<file path="src/hw/rtl/rbcf_pkg.sv">
// ----------------------------------------------------------------------------
// rbcf_pkg
// Shared widths, codes and the command word passed from front to back.
// ----------------------------------------------------------------------------
package rbcf_pkg;

  localparam int IMG_W_W   = 13;
  localparam int HEIGHT_W  = 16;
  localparam int CFG_IDX_W = 3;
  localparam int CFG_DAT_W = 16;

  // register indexes
  localparam logic [CFG_IDX_W-1:0] CFG_IMAGE_WIDTH     = 3'd0;
  localparam logic [CFG_IDX_W-1:0] CFG_IMAGE_HEIGHT    = 3'd1;
  localparam logic [CFG_IDX_W-1:0] CFG_PRINTABLE_WIDTH = 3'd2;
  localparam logic [CFG_IDX_W-1:0] CFG_BAND_HEIGHT     = 3'd3;
  localparam logic [CFG_IDX_W-1:0] CFG_RASTER_MODE     = 3'd4;

  // GS v 0 header bytes
  localparam logic [7:0] HDR_GS   = 8'h1D;
  localparam logic [7:0] HDR_V    = 8'h76;
  localparam logic [7:0] HDR_ZERO = 8'h30;
  localparam logic [7:0] HDR_MODE = 8'h00;

  // header byte positions
  localparam logic [3:0] HB_GS       = 4'd0;
  localparam logic [3:0] HB_V        = 4'd1;
  localparam logic [3:0] HB_ZERO     = 4'd2;
  localparam logic [3:0] HB_MODE     = 4'd3;
  localparam logic [3:0] HB_STRIDE_L = 4'd4;
  localparam logic [3:0] HB_STRIDE_H = 4'd5;
  localparam logic [3:0] HB_ROWS_L   = 4'd6;
  localparam logic [3:0] HB_ROWS_H   = 4'd7;
  localparam logic [3:0] HB_DATA     = 4'd8;

  localparam int QUEUE_DEPTH = 4;
  localparam int QUEUE_PTR_W = 2;

  typedef struct packed {
    logic        err;
    logic        hdr;
    logic [15:0] stride;
    logic [15:0] rows;
    logic        data_v;
    logic [7:0]  data;
    logic        last;
  } cmd_t;

endpackage

</file>
<file path="src/hw/rtl/rbcf_front.sv">
// ----------------------------------------------------------------------------
// rbcf_front
// Tracks the raster position, clips and masks source bytes, and turns each
// source byte into at most one command word for the back end.
// ----------------------------------------------------------------------------
module rbcf_front #(
  parameter int MAX_WIDTH_DOTS = 4096
) (
  input  logic                         clk_i,
  input  logic                         rst_ni,
  input  logic [rbcf_pkg::IMG_W_W-1:0] image_width_i,
  input  logic [rbcf_pkg::HEIGHT_W-1:0] image_height_i,
  input  logic [rbcf_pkg::IMG_W_W-1:0] printable_width_i,
  input  logic [rbcf_pkg::HEIGHT_W-1:0] band_height_i,
  input  logic                         raster_mode_i,
  input  logic                         in_valid_i,
  output logic                         in_stall_o,
  input  logic [7:0]                   source_byte_i,
  input  logic                         q_full_i,
  output logic                         q_push_o,
  output rbcf_pkg::cmd_t               q_cmd_o
);
  import rbcf_pkg::*;

  localparam int ImgMax    = (1 << IMG_W_W) - 1;
  localparam int SatMax    = (MAX_WIDTH_DOTS < ImgMax) ? MAX_WIDTH_DOTS : ImgMax;
  localparam int StrideMax = (SatMax + 7) / 8;
  localparam int ColW      = (StrideMax > 2) ? $clog2(StrideMax) : 1;
  localparam int StrW      = IMG_W_W - 2;
  localparam logic [IMG_W_W-1:0] SatMaxC = IMG_W_W'(SatMax);

  logic [ColW-1:0]     col_q, col_d;
  logic [HEIGHT_W-1:0] row_q, row_d;
  logic [HEIGHT_W-1:0] brl_q, brl_d;
  logic                jf_q, jf_d;

  logic [IMG_W_W-1:0]  img_w, w;
  logic [IMG_W_W:0]    img_w_r, w_r;
  logic [StrW-1:0]     src_stride, out_stride, col_x, col_inc;
  logic [2:0]          used;
  logic [7:0]          last_mask;
  logic                restart;
  logic [ColW-1:0]     col;
  logic [HEIGHT_W-1:0] row, brl, brl1, band, remain, rows;
  logic [HEIGHT_W:0]   row_inc;
  logic                jf, err_now, jf1, hdr, data_v, row_end, accept;

  always_comb begin
    img_w   = (image_width_i > SatMaxC) ? SatMaxC : image_width_i;
    w       = (printable_width_i < img_w) ? printable_width_i : img_w;
    img_w_r = {1'b0, img_w} + (IMG_W_W+1)'(7);
    w_r     = {1'b0, w} + (IMG_W_W+1)'(7);
    src_stride = img_w_r[IMG_W_W:3];
    out_stride = w_r[IMG_W_W:3];
    used       = w[2:0];
    last_mask  = ((w < img_w) && (used != 3'd0)) ?
                 8'(8'hFF << (4'd8 - {1'b0, used})) : 8'hFF;

    // a config change can leave the row past the image: start a new job
    restart = (row_q >= image_height_i);
    col = restart ? '0 : col_q;
    row = restart ? '0 : row_q;
    brl = restart ? '0 : brl_q;
    jf  = restart ? 1'b0 : jf_q;

    col_x   = StrW'(col);
    col_inc = col_x + StrW'(1);
    row_inc = {1'b0, row} + (HEIGHT_W+1)'(1);

    err_now = (row == '0) && (col == '0) && !jf &&
              (raster_mode_i || (w == '0) || (image_height_i == '0));
    jf1     = jf | err_now;

    band   = (band_height_i == '0) ? HEIGHT_W'(1) : band_height_i;
    remain = image_height_i - row;
    rows   = (band < remain) ? band : remain;
    hdr    = !jf1 && (col == '0) && (brl == '0);
    brl1   = hdr ? rows : brl;

    data_v  = !jf1 && (col_x < out_stride);
    row_end = (col_inc == out_stride);

    q_cmd_o.err    = err_now;
    q_cmd_o.hdr    = hdr;
    q_cmd_o.stride = 16'(out_stride);
    q_cmd_o.rows   = rows;
    q_cmd_o.data_v = data_v;
    q_cmd_o.data   = row_end ? (source_byte_i & last_mask) : source_byte_i;
    q_cmd_o.last   = err_now || (row_end && (row_inc == {1'b0, image_height_i}));

    accept     = in_valid_i && !q_full_i;
    in_stall_o = q_full_i;
    q_push_o   = accept && (err_now || hdr || data_v);

    // advance the source position
    col_d = col_q;
    row_d = row_q;
    brl_d = brl_q;
    jf_d  = jf_q;
    if (accept) begin
      if (col_inc >= src_stride) begin
        if (row_inc >= {1'b0, image_height_i}) begin
          col_d = '0;
          row_d = '0;
          brl_d = '0;
          jf_d  = 1'b0;
        end else begin
          col_d = '0;
          row_d = row_inc[HEIGHT_W-1:0];
          brl_d = (brl1 != '0) ? brl1 - HEIGHT_W'(1) : brl1;
          jf_d  = jf1;
        end
      end else begin
        col_d = col_inc[ColW-1:0];
        row_d = row;
        brl_d = brl1;
        jf_d  = jf1;
      end
    end
  end

  always_ff @(posedge clk_i or negedge rst_ni) begin
    if (!rst_ni) begin
      col_q <= '0;
      row_q <= '0;
      brl_q <= '0;
      jf_q  <= 1'b0;
    end else begin
      col_q <= col_d;
      row_q <= row_d;
      brl_q <= brl_d;
      jf_q  <= jf_d;
    end
  end

endmodule

</file>
<file path="src/hw/rtl/rbcf_fifo.sv">
// ----------------------------------------------------------------------------
// rbcf_fifo
// Short command queue between front and back end.
// ----------------------------------------------------------------------------
module rbcf_fifo (
  input  logic           clk_i,
  input  logic           rst_ni,
  input  logic           push_i,
  input  rbcf_pkg::cmd_t cmd_i,
  output logic           full_o,
  input  logic           pop_i,
  output logic           valid_o,
  output rbcf_pkg::cmd_t cmd_o
);
  import rbcf_pkg::*;

  cmd_t                   mem_q [QUEUE_DEPTH];
  logic [QUEUE_PTR_W-1:0] wp_q, wp_d, rp_q, rp_d;
  logic [QUEUE_PTR_W:0]   cnt_q, cnt_d;

  always_comb begin
    full_o  = (cnt_q == (QUEUE_PTR_W+1)'(QUEUE_DEPTH));
    valid_o = (cnt_q != '0);
    cmd_o   = mem_q[rp_q];
    wp_d    = push_i ? wp_q + QUEUE_PTR_W'(1) : wp_q;
    rp_d    = pop_i ? rp_q + QUEUE_PTR_W'(1) : rp_q;
    cnt_d   = cnt_q;
    if (push_i && !pop_i) begin
      cnt_d = cnt_q + (QUEUE_PTR_W+1)'(1);
    end else if (pop_i && !push_i) begin
      cnt_d = cnt_q - (QUEUE_PTR_W+1)'(1);
    end
  end

  always_ff @(posedge clk_i) begin
    if (push_i) begin
      mem_q[wp_q] <= cmd_i;
    end
  end

  always_ff @(posedge clk_i or negedge rst_ni) begin
    if (!rst_ni) begin
      wp_q  <= '0;
      rp_q  <= '0;
      cnt_q <= '0;
    end else begin
      wp_q  <= wp_d;
      rp_q  <= rp_d;
      cnt_q <= cnt_d;
    end
  end

endmodule

</file>
<file path="src/hw/rtl/rbcf_back.sv">
// ----------------------------------------------------------------------------
// rbcf_back
// Expands command words into output bytes: error word, band header, data.
// Holds the registered output word.
// ----------------------------------------------------------------------------
module rbcf_back (
  input  logic           clk_i,
  input  logic           rst_ni,
  input  logic           q_valid_i,
  input  rbcf_pkg::cmd_t q_cmd_i,
  output logic           q_pop_o,
  output logic           out_valid_o,
  input  logic           out_stall_i,
  output logic [7:0]     out_byte_o,
  output logic           last_o,
  output logic           error_o
);
  import rbcf_pkg::*;

  logic [3:0] step_q, step_d;
  logic       ovalid_q, ovalid_d;
  logic [7:0] obyte_q, obyte_d;
  logic       olast_q, olast_d;
  logic       oerr_q, oerr_d;
  logic       out_ready, fire, done;
  logic [7:0] hbyte;

  always_comb begin
    case (step_q)
      HB_GS:       hbyte = HDR_GS;
      HB_V:        hbyte = HDR_V;
      HB_ZERO:     hbyte = HDR_ZERO;
      HB_MODE:     hbyte = HDR_MODE;
      HB_STRIDE_L: hbyte = q_cmd_i.stride[7:0];
      HB_STRIDE_H: hbyte = q_cmd_i.stride[15:8];
      HB_ROWS_L:   hbyte = q_cmd_i.rows[7:0];
      HB_ROWS_H:   hbyte = q_cmd_i.rows[15:8];
      default:     hbyte = q_cmd_i.data;
    endcase

    out_ready = !ovalid_q || !out_stall_i;
    fire      = q_valid_i && out_ready;

    obyte_d = obyte_q;
    olast_d = olast_q;
    oerr_d  = oerr_q;
    done    = 1'b1;
    if (q_cmd_i.err) begin
      obyte_d = 8'h00;
      olast_d = 1'b1;
      oerr_d  = 1'b1;
    end else if (q_cmd_i.hdr && (step_q != HB_DATA)) begin
      obyte_d = hbyte;
      olast_d = 1'b0;
      oerr_d  = 1'b0;
      done    = (step_q == HB_ROWS_H) && !q_cmd_i.data_v;
    end else begin
      obyte_d = q_cmd_i.data;
      olast_d = q_cmd_i.last;
      oerr_d  = 1'b0;
    end

    q_pop_o  = fire && done;
    step_d   = fire ? (done ? HB_GS : step_q + 4'd1) : step_q;
    ovalid_d = fire ? 1'b1 : (out_ready ? 1'b0 : ovalid_q);

    out_valid_o = ovalid_q;
    out_byte_o  = obyte_q;
    last_o      = olast_q;
    error_o     = oerr_q;
  end

  always_ff @(posedge clk_i) begin
    if (fire) begin
      obyte_q <= obyte_d;
      olast_q <= olast_d;
      oerr_q  <= oerr_d;
    end
  end

  always_ff @(posedge clk_i or negedge rst_ni) begin
    if (!rst_ni) begin
      step_q   <= HB_GS;
      ovalid_q <= 1'b0;
    end else begin
      step_q   <= step_d;
      ovalid_q <= ovalid_d;
    end
  end

endmodule

</file>
<file path="src/hw/rtl/raster_band_command_framer.sv">
// A source word's first result goes through the command queue, then the output
// register. The input takes 1 source word per cycle unless the queue is full,
// also one that yields no result; each band start adds 8 header words, and the
// back end's single output port (1 word per cycle unless stalled) sets the pace.
// Reset: asynchronous, active low; clears the raster position, the command
// queue and the output valid flag, and loads the register defaults.
// ----------------------------------------------------------------------------
// raster_band_command_framer
// Frames a 1 bpp bitmap into GS v 0 raster bands, clipped to the head width.
// ----------------------------------------------------------------------------
module raster_band_command_framer #(
  parameter int MAX_WIDTH_DOTS = 4096
) (
  input  logic                           clk_i,
  input  logic                           rst_ni,
  input  logic                           cfg_we_i,
  input  logic [rbcf_pkg::CFG_IDX_W-1:0] cfg_index_i,
  input  logic [rbcf_pkg::CFG_DAT_W-1:0] cfg_wdata_i,
  input  logic                           in_valid_i,
  output logic                           in_stall_o,
  input  logic [7:0]                     source_byte_i,
  output logic                           out_valid_o,
  input  logic                           out_stall_i,
  output logic [7:0]                     out_byte_o,
  output logic                           last_o,
  output logic                           error_o
);
  import rbcf_pkg::*;

  logic [IMG_W_W-1:0]  image_width_q;
  logic [HEIGHT_W-1:0] image_height_q;
  logic [IMG_W_W-1:0]  printable_width_q;
  logic [HEIGHT_W-1:0] band_height_q;
  logic                raster_mode_q;

  logic q_full, q_push, q_pop, q_valid;
  cmd_t push_cmd, head_cmd;

  always_ff @(posedge clk_i or negedge rst_ni) begin
    if (!rst_ni) begin
      image_width_q     <= IMG_W_W'(384);
      image_height_q    <= HEIGHT_W'(1);
      printable_width_q <= IMG_W_W'(384);
      band_height_q     <= HEIGHT_W'(24);
      raster_mode_q     <= 1'b0;
    end else if (cfg_we_i) begin
      case (cfg_index_i)
        CFG_IMAGE_WIDTH:     image_width_q     <= cfg_wdata_i[IMG_W_W-1:0];
        CFG_IMAGE_HEIGHT:    image_height_q    <= cfg_wdata_i[HEIGHT_W-1:0];
        CFG_PRINTABLE_WIDTH: printable_width_q <= cfg_wdata_i[IMG_W_W-1:0];
        CFG_BAND_HEIGHT:     band_height_q     <= cfg_wdata_i[HEIGHT_W-1:0];
        CFG_RASTER_MODE:     raster_mode_q     <= cfg_wdata_i[0];
        default: ;
      endcase
    end
  end

  rbcf_front #(
    .MAX_WIDTH_DOTS(MAX_WIDTH_DOTS)
  ) u_front (
    .clk_i            (clk_i),
    .rst_ni           (rst_ni),
    .image_width_i    (image_width_q),
    .image_height_i   (image_height_q),
    .printable_width_i(printable_width_q),
    .band_height_i    (band_height_q),
    .raster_mode_i    (raster_mode_q),
    .in_valid_i       (in_valid_i),
    .in_stall_o       (in_stall_o),
    .source_byte_i    (source_byte_i),
    .q_full_i         (q_full),
    .q_push_o         (q_push),
    .q_cmd_o          (push_cmd)
  );

  rbcf_fifo u_fifo (
    .clk_i  (clk_i),
    .rst_ni (rst_ni),
    .push_i (q_push),
    .cmd_i  (push_cmd),
    .full_o (q_full),
    .pop_i  (q_pop),
    .valid_o(q_valid),
    .cmd_o  (head_cmd)
  );

  rbcf_back u_back (
    .clk_i      (clk_i),
    .rst_ni     (rst_ni),
    .q_valid_i  (q_valid),
    .q_cmd_i    (head_cmd),
    .q_pop_o    (q_pop),
    .out_valid_o(out_valid_o),
    .out_stall_i(out_stall_i),
    .out_byte_o (out_byte_o),
    .last_o     (last_o),
    .error_o    (error_o)
  );

endmodule

</file>
<file path="config.mk">
export PLATFORM = sky130hd
export DESIGN_NAME = raster_band_command_framer
export DESIGN_NICKNAME = d
export VERILOG_FILES = /design/src/hw/rtl/rbcf_pkg.sv /design/src/hw/rtl/rbcf_front.sv /design/src/hw/rtl/rbcf_fifo.sv /design/src/hw/rtl/rbcf_back.sv /design/src/hw/rtl/raster_band_command_framer.sv
export SDC_FILE = /design/constraint.sdc
export NUM_CORES = 1
export LEC_CHECK = 0
export ABC_AREA = 1
export BUFFER_PORTS_ARGS = -buffer_cell sky130_fd_sc_hd__clkbuf_2
export CORE_MARGIN = 2
export CORE_UTILIZATION = 60
export DETAILED_ROUTE_END_ITERATION = 16
export PLACE_DENSITY = 0.76
export SETUP_SLACK_MARGIN = 0.5
export SYNTH_ARGS = -nofsm -noshare
export SYNTH_HDL_FRONTEND = slang
export SYNTH_HIERARCHICAL = 1
export SYNTH_SLANG_ARGS = --single-unit
export TNS_END_PERCENT = 30
</file>
<file path="constraint.sdc">
create_clock -name clk_i -period 10.2 [get_ports clk_i]
set_input_delay 1.02 -clock clk_i [delete_from_list [all_inputs] [get_ports clk_i]]
set_output_delay 1.02 -clock clk_i [all_outputs]
set_load 0.005 [all_outputs]
</file>
* Word-level counts from Yosys, hierarchy flattened
Memories as Yosys holds them, arrays and structs flattened. Cells that the tools add are included.
Storage, ports and cells: register bits after elaboration 123, memory bits (writable) 156, input port bits 32, output and inout bits 12, logic and storage cells 136, memories 1
Memory list:
- u_fifo.mem_q | words 4, bits a word 39, rd ports 1, clocked after Yosys merged registers in 0, write ports 1, line rbcf_fifo.sv:17 | cmd_t mem_q [QUEUE_DEPTH];
Cells by class: add/sub/neg operators 12, magnitude comparators 8, equality and inequality tests 15, shifts and indexed selects 1, multiplexer cells 32, bitwise gates (word level) 2, reduce and logical (&&, ||, !) cells 48
Operators with widths (count):
- 16-bit 2-to-1 mux | 10
- 16-bit logical NOT | 4
- 8-bit case mux with 8 select lines | 1
- 13-bit by 3-bit adder with 14-bit output, second input constant | 2
- 13-bit < comparator | 2
- 13-bit 2-to-1 mux | 2
- 8-bit 2-to-1 mux | 3
- 9-bit 2-to-1 mux | 2
- 16-bit by 1-bit adder with 17-bit output, second input constant | 1
- 17-bit by 16-bit == test with 1-bit output | 1
- 17-bit by 16-bit greater-or-equal comparator with 1-bit output | 1
- 4-bit by 3-bit == test with 1-bit output, second input constant | 4
- 16-bit greater-or-equal comparator | 1
- 1-bit logical AND | 16
- 16-bit < comparator | 1
- 16-bit nonzero test | 1
- 16-bit by 1-bit subtractor with 16-bit output, second input constant | 1
- 16-bit subtractor | 1
- 13-bit > comparator, second input constant | 1
- 13-bit logical NOT | 1
- 11-bit == test | 1
- 11-bit greater-or-equal comparator | 1
- 9-bit by 11-bit < comparator with 1-bit output | 1
- 1-bit 2-to-1 mux | 11
- other kinds (25) | 48

* Depth between registers and ports, before layout
depth after elaboration 19, mapped depth 46, depth with buffers taken out 43

* Cells and area by module
Netlist, hierarchy kept.
By module, submodules not included:
- rbcf_front | times used 1, cells each 1278, area each 7997.7 sq um, seq. area each 1051.0 sq um
- rbcf_fifo | times used 1, cells each 562, area each 7484.7 sq um, seq. area each 5460.2 sq um
- raster_band_command_framer | times used 1, cells each 267, area each 2369.8 sq um, seq. area each 1485.2 sq um
- rbcf_back | times used 1, cells each 180, area each 1257.5 sq um, seq. area each 425.4 sq um

* Worst setup path after synthesis
Ideal clock, no wire load.
path type reg2reg, start register image_height_q[15], end register u_front.brl_q[13], setup time 0.117 ns, arrival 5.782 ns, data required time 10.083 ns, path slack 4.300 ns, cell stages (with the launch flop) 42, path buffers 4, clock period less this slack 5.900 ns, cell sequence dfrtp_1 > inv_1 > ha_1 > nand2_1 > inv_1 > nand3_1 > nor3_2 > nand3_2 > nand2_2 > buf_4 > clkbuf_1 > nor2_1 > ha_1 > fa_1 > o21ai_0 > nand2_1 > nand2_1 > nand3_1 > [... 6 more ...] > o221a_2 > nand2_1 > clkbuf_1 > nand2_1 > o21ai_0 > o21ai_1 > inv_2 > ha_1 > nand3_1 > nor2_2 > nand2_1 > nor2_2 > nor2_2 > buf_6 > nand3_1 > nand2_1 > nand3_1 > nand2_1
On the way: word-level cells in the longest chain between the ends 15, elaborated cells between the ends (all ways) 31, classes of those cells 4 x add/sub; 4 x order compare; 9 x mux; 1 x bitwise; 13 x reduce/logical
Ends and longest elaborated chain:
- start: declaration | line raster_band_command_framer.sv:31 | logic [HEIGHT_W-1:0] image_height_q;
- start signal: assignment | line raster_band_command_framer.sv:49 | CFG_IMAGE_HEIGHT: image_height_q <= cfg_wdata_i[HEIGHT_W-1:0];
- parallel branches: the longest is 14 deep, another holds 16-bit greater-or-equal comparator
- 16-bit 2-to-1 mux * | line rbcf_front.sv:101 | if (col_inc >= src_stride) begin
- end signal: assignment | line rbcf_front.sv:131 | brl_q <= brl_d;
- end: declaration | line rbcf_front.sv:34 | logic [HEIGHT_W-1:0] brl_q, brl_d;
Every way passes the cells marked *. A chain may end at the register's enable or synchronous reset.

==> summary.txt <==
outcome: finished, final reports clean
Pre-antenna DRT Iters: 5
I/O pin total: 44
Post-synth top cells: 661 x nand2_1, 334 x inv_1, 186 x edfxtp_1, 129 x nor2_1, 127 x nand3_1
vias per cell: 5.59
global-route wire length before repair: 75300 um
Initial DRC Count: 1207
Yosys top cell area share: 0.292
final WL: 46600 um
Antenna Diode Count: 0
reg-to-reg startpoint: image_height_q[1]
largest cells by area after synthesis: edfxtp_1 29%, dfrtp_1 14%, nand2_1 13%, ha_1 8.2%, inv_1 6.6%
Static Leakage: 0.00991 uW
pre-CTS setup slack: 2370 ps
setup ws final: 2200 ps
clock sink total: 299
Post-CTS Resized: 0
Die Ht: 182 um
maxcap violations: 0
WS Path Type: flip-flop to flip-flop
final non-filler cell total: 2709
worst slew pin tran: 1140 ps
Initial Util: 0.607
DRC Markers: 0
crit-path max cell delay: 600 ps
CP most frequent cell: nand2_1
final-report max-slew violation count: 0
worst setup path end: u_front/brl_q[15]
Nets: 2442
htree depth: 2
critical path depth in cells: 38
clk_lat worst skew: 520 ps
GRT Util Overall: 0.284
FF-to-FF path depth: 38
Root Driver: clkbuf_16
RSZ-0062 raised after global routing: no
Worst EP required: 10600 ps
vias in the first global route: 14700
Core ar.: 31500 um^2
Max VDD drop: 0.189 mV
minimum clock period: 8000 ps
dominant cell type by area after synthesis: edfxtp_1
FF+latch count, synth: 299
gate count after technology mapping: 2287
slowest CP cell: inv_2
Fmax achieved: 125 MHz
relative slew slack: 0.240
Synth cell types: 64
Detail Route Antenna Nets: 0
count leader, synth: nand2_1
Critical path origin: image_height_q[1]
row cnt: 65
Final Hold Violating Endpoints: 0
yosys warns: 6
part of the Yosys area used for sequential elements: 0.441
WP data arrival: 8400 ps
Hold Buf Count CTS: 0
crit share post-route: 0.784
Post-synth EDFFs: 186
Setup Buffers After CTS: 0
Hold Crit Class: flip-flop to flip-flop
TritonCTS clock tree: done
RD Place Congestion: 0.997
dominant synthesized flop cell: edfxtp_1
largest net degree at the start of global routing: 119
layout cells sized above 1: 0.108
die width: 182 um
Layout area overhead: 6.70%
dpl hpwl: 33600 um
setup tns final: 0 ps
syn_area_per_cell: 8.36 um^2
initial antenna violation count: 0
r2r setup slk: 2200 ps
setup violators final: 0
Hold Worst Slack: 478 ps
Power per Cell Area: 371 nW/um^2
crit-path leading delay family: simple AND/OR/NAND/NOR gates
clock buffer depth: 3
Num CTS Buffers: 34
Final Skew: 9.44 ps
CTS clk-pin slew, worst paths: 60 ps
vias: 15200
Setup crit start kind: flip-flop
Mapped Area: 19100 um^2
CP Capture Type: flip-flop
drt wl/cell: 17.2 um
buffers plus inverters on the worst setup path: 5
CP Max Fanout: 34
Synth async-reset ratio: 0.378
port bufs: 43
DIE AREA: 33300 um^2
GRT overflow: 0
placed cell count: 2648
reg2reg end: u_front/brl_q[15]
flip-flops by register name, summed over array words and instances, names as in the netlist, 2 cells and up:
| name | cells |
|---|---|
| u_fifo/mem_q | 176 |
| band_height_q | 16 |
| image_height_q | 16 |
| u_front/brl_q | 16 |
| u_front/row_q | 16 |
| image_width_q | 13 |
| printable_width_q | 13 |
| u_front/col_q | 9 |
| u_back/out_byte_o | 8 |
| u_back/step_q | 4 |
| u_fifo/cnt_q | 3 |
| u_fifo/rp_q | 2 |
| u_fifo/wp_q | 2 |
per-stage QoR:
stage	cell area, um^2	util	total power, uW
2_1_floorplan	19100	-	5280
3_3_place_gp	19300	0.612	6140
3_5_place_dp	19300	0.612	6270
4_1_cts	20400	0.648	7540
5_1_grt	20400	0.648	8190
6_report	20400	0.648	7570
final cells by class:
class,instances,area (um^2)
clock buffer,45,912
sequential,299,8430
timing repair buffer,54,300
multi-input combinational,1544,8710
tap,402,503
inverter,349,1310
clock inverter,16,226
fill,2655,11100
tightest hold or removal path: cells and delay by family, from the launching register on:
| family | cells | cell delay, ps |
|---|---|---|
| and+or+nand+nor | 2 | 110 |
| DFF | 1 | 340 |
layout by cell type (no fill, tap or decap), types with 12 or more instances in the layout:
| cell | count |
|---|---|
| clkbuf_16 | 34 |
| o21ai_1 | 13 |
| inv_2 | 19 |
| nand2_1 | 661 |
| nand3_1 | 127 |
| a21oi_1 | 61 |
| edfxtp_1 | 186 |
| inv_1 | 330 |
| clkbuf_2 | 42 |
| o211ai_1 | 84 |
| nor2_2 | 32 |
| nand4_1 | 43 |
| o21ai_0 | 55 |
| ha_1 | 126 |
| nand3b_1 | 13 |
| nand2_2 | 30 |
| dfrtp_1 | 105 |
| nor2_1 | 129 |
| xor2_1 | 39 |
| buf_4 | 12 |
worst min-delay path by stage:
stage | slack [ps] | startpoint | cells after the start | to
floorplan | 440 | u_fifo/cnt_q[2] | 2 | u_fifo/cnt_q[2]
global placement | 450 | image_width_q[8] | 2 | image_width_q[8]
detailed placement | 470 | image_width_q[9] | 2 | image_width_q[9]
CTS | 480 | image_width_q[9] | 2 | image_width_q[9]
global route | 500 | u_front/brl_q[11] | 2 | u_front/brl_q[11]
finish | 480 | image_width_q[9] | 2 | image_width_q[9]
logic make-up (layout without fill, tap and decap cells):
kind of cell,after synthesis,in the layout,share of synthesized area
AO/OA/AOI/OAI,283,283,0.0989
XOR/XNOR,46,46,0.0219
adder cells (fa/ha/maj),128,128,0.0846
buffers and inverters,448,464,0.104
flip-flops,299,299,0.441
other,1,5,0.000196
AND/OR/NAND/NOR,1082,1082,0.250
where the power goes:
part / leakage (uW) / switching (uW) / internal, uW
logic: 0.00620 / 2930 / 1270
clock network: 0.000560 / 489 / 761
registers: 0.00315 / 222 / 1900
routing by layer:
metal | global-route usage | vias to the layer above | wire length, um
met3 | 0.0419 | 95 | 2840
met4 | 0.0800 | 0 | 1160
met5 | 0 | - | 0
met1 | 0.368 | 7112 | 20200
met2 | 0.497 | 473 | 22400
li1 | - | 7475 | -
Note: power is estimated with default switching activity, not from simulation.
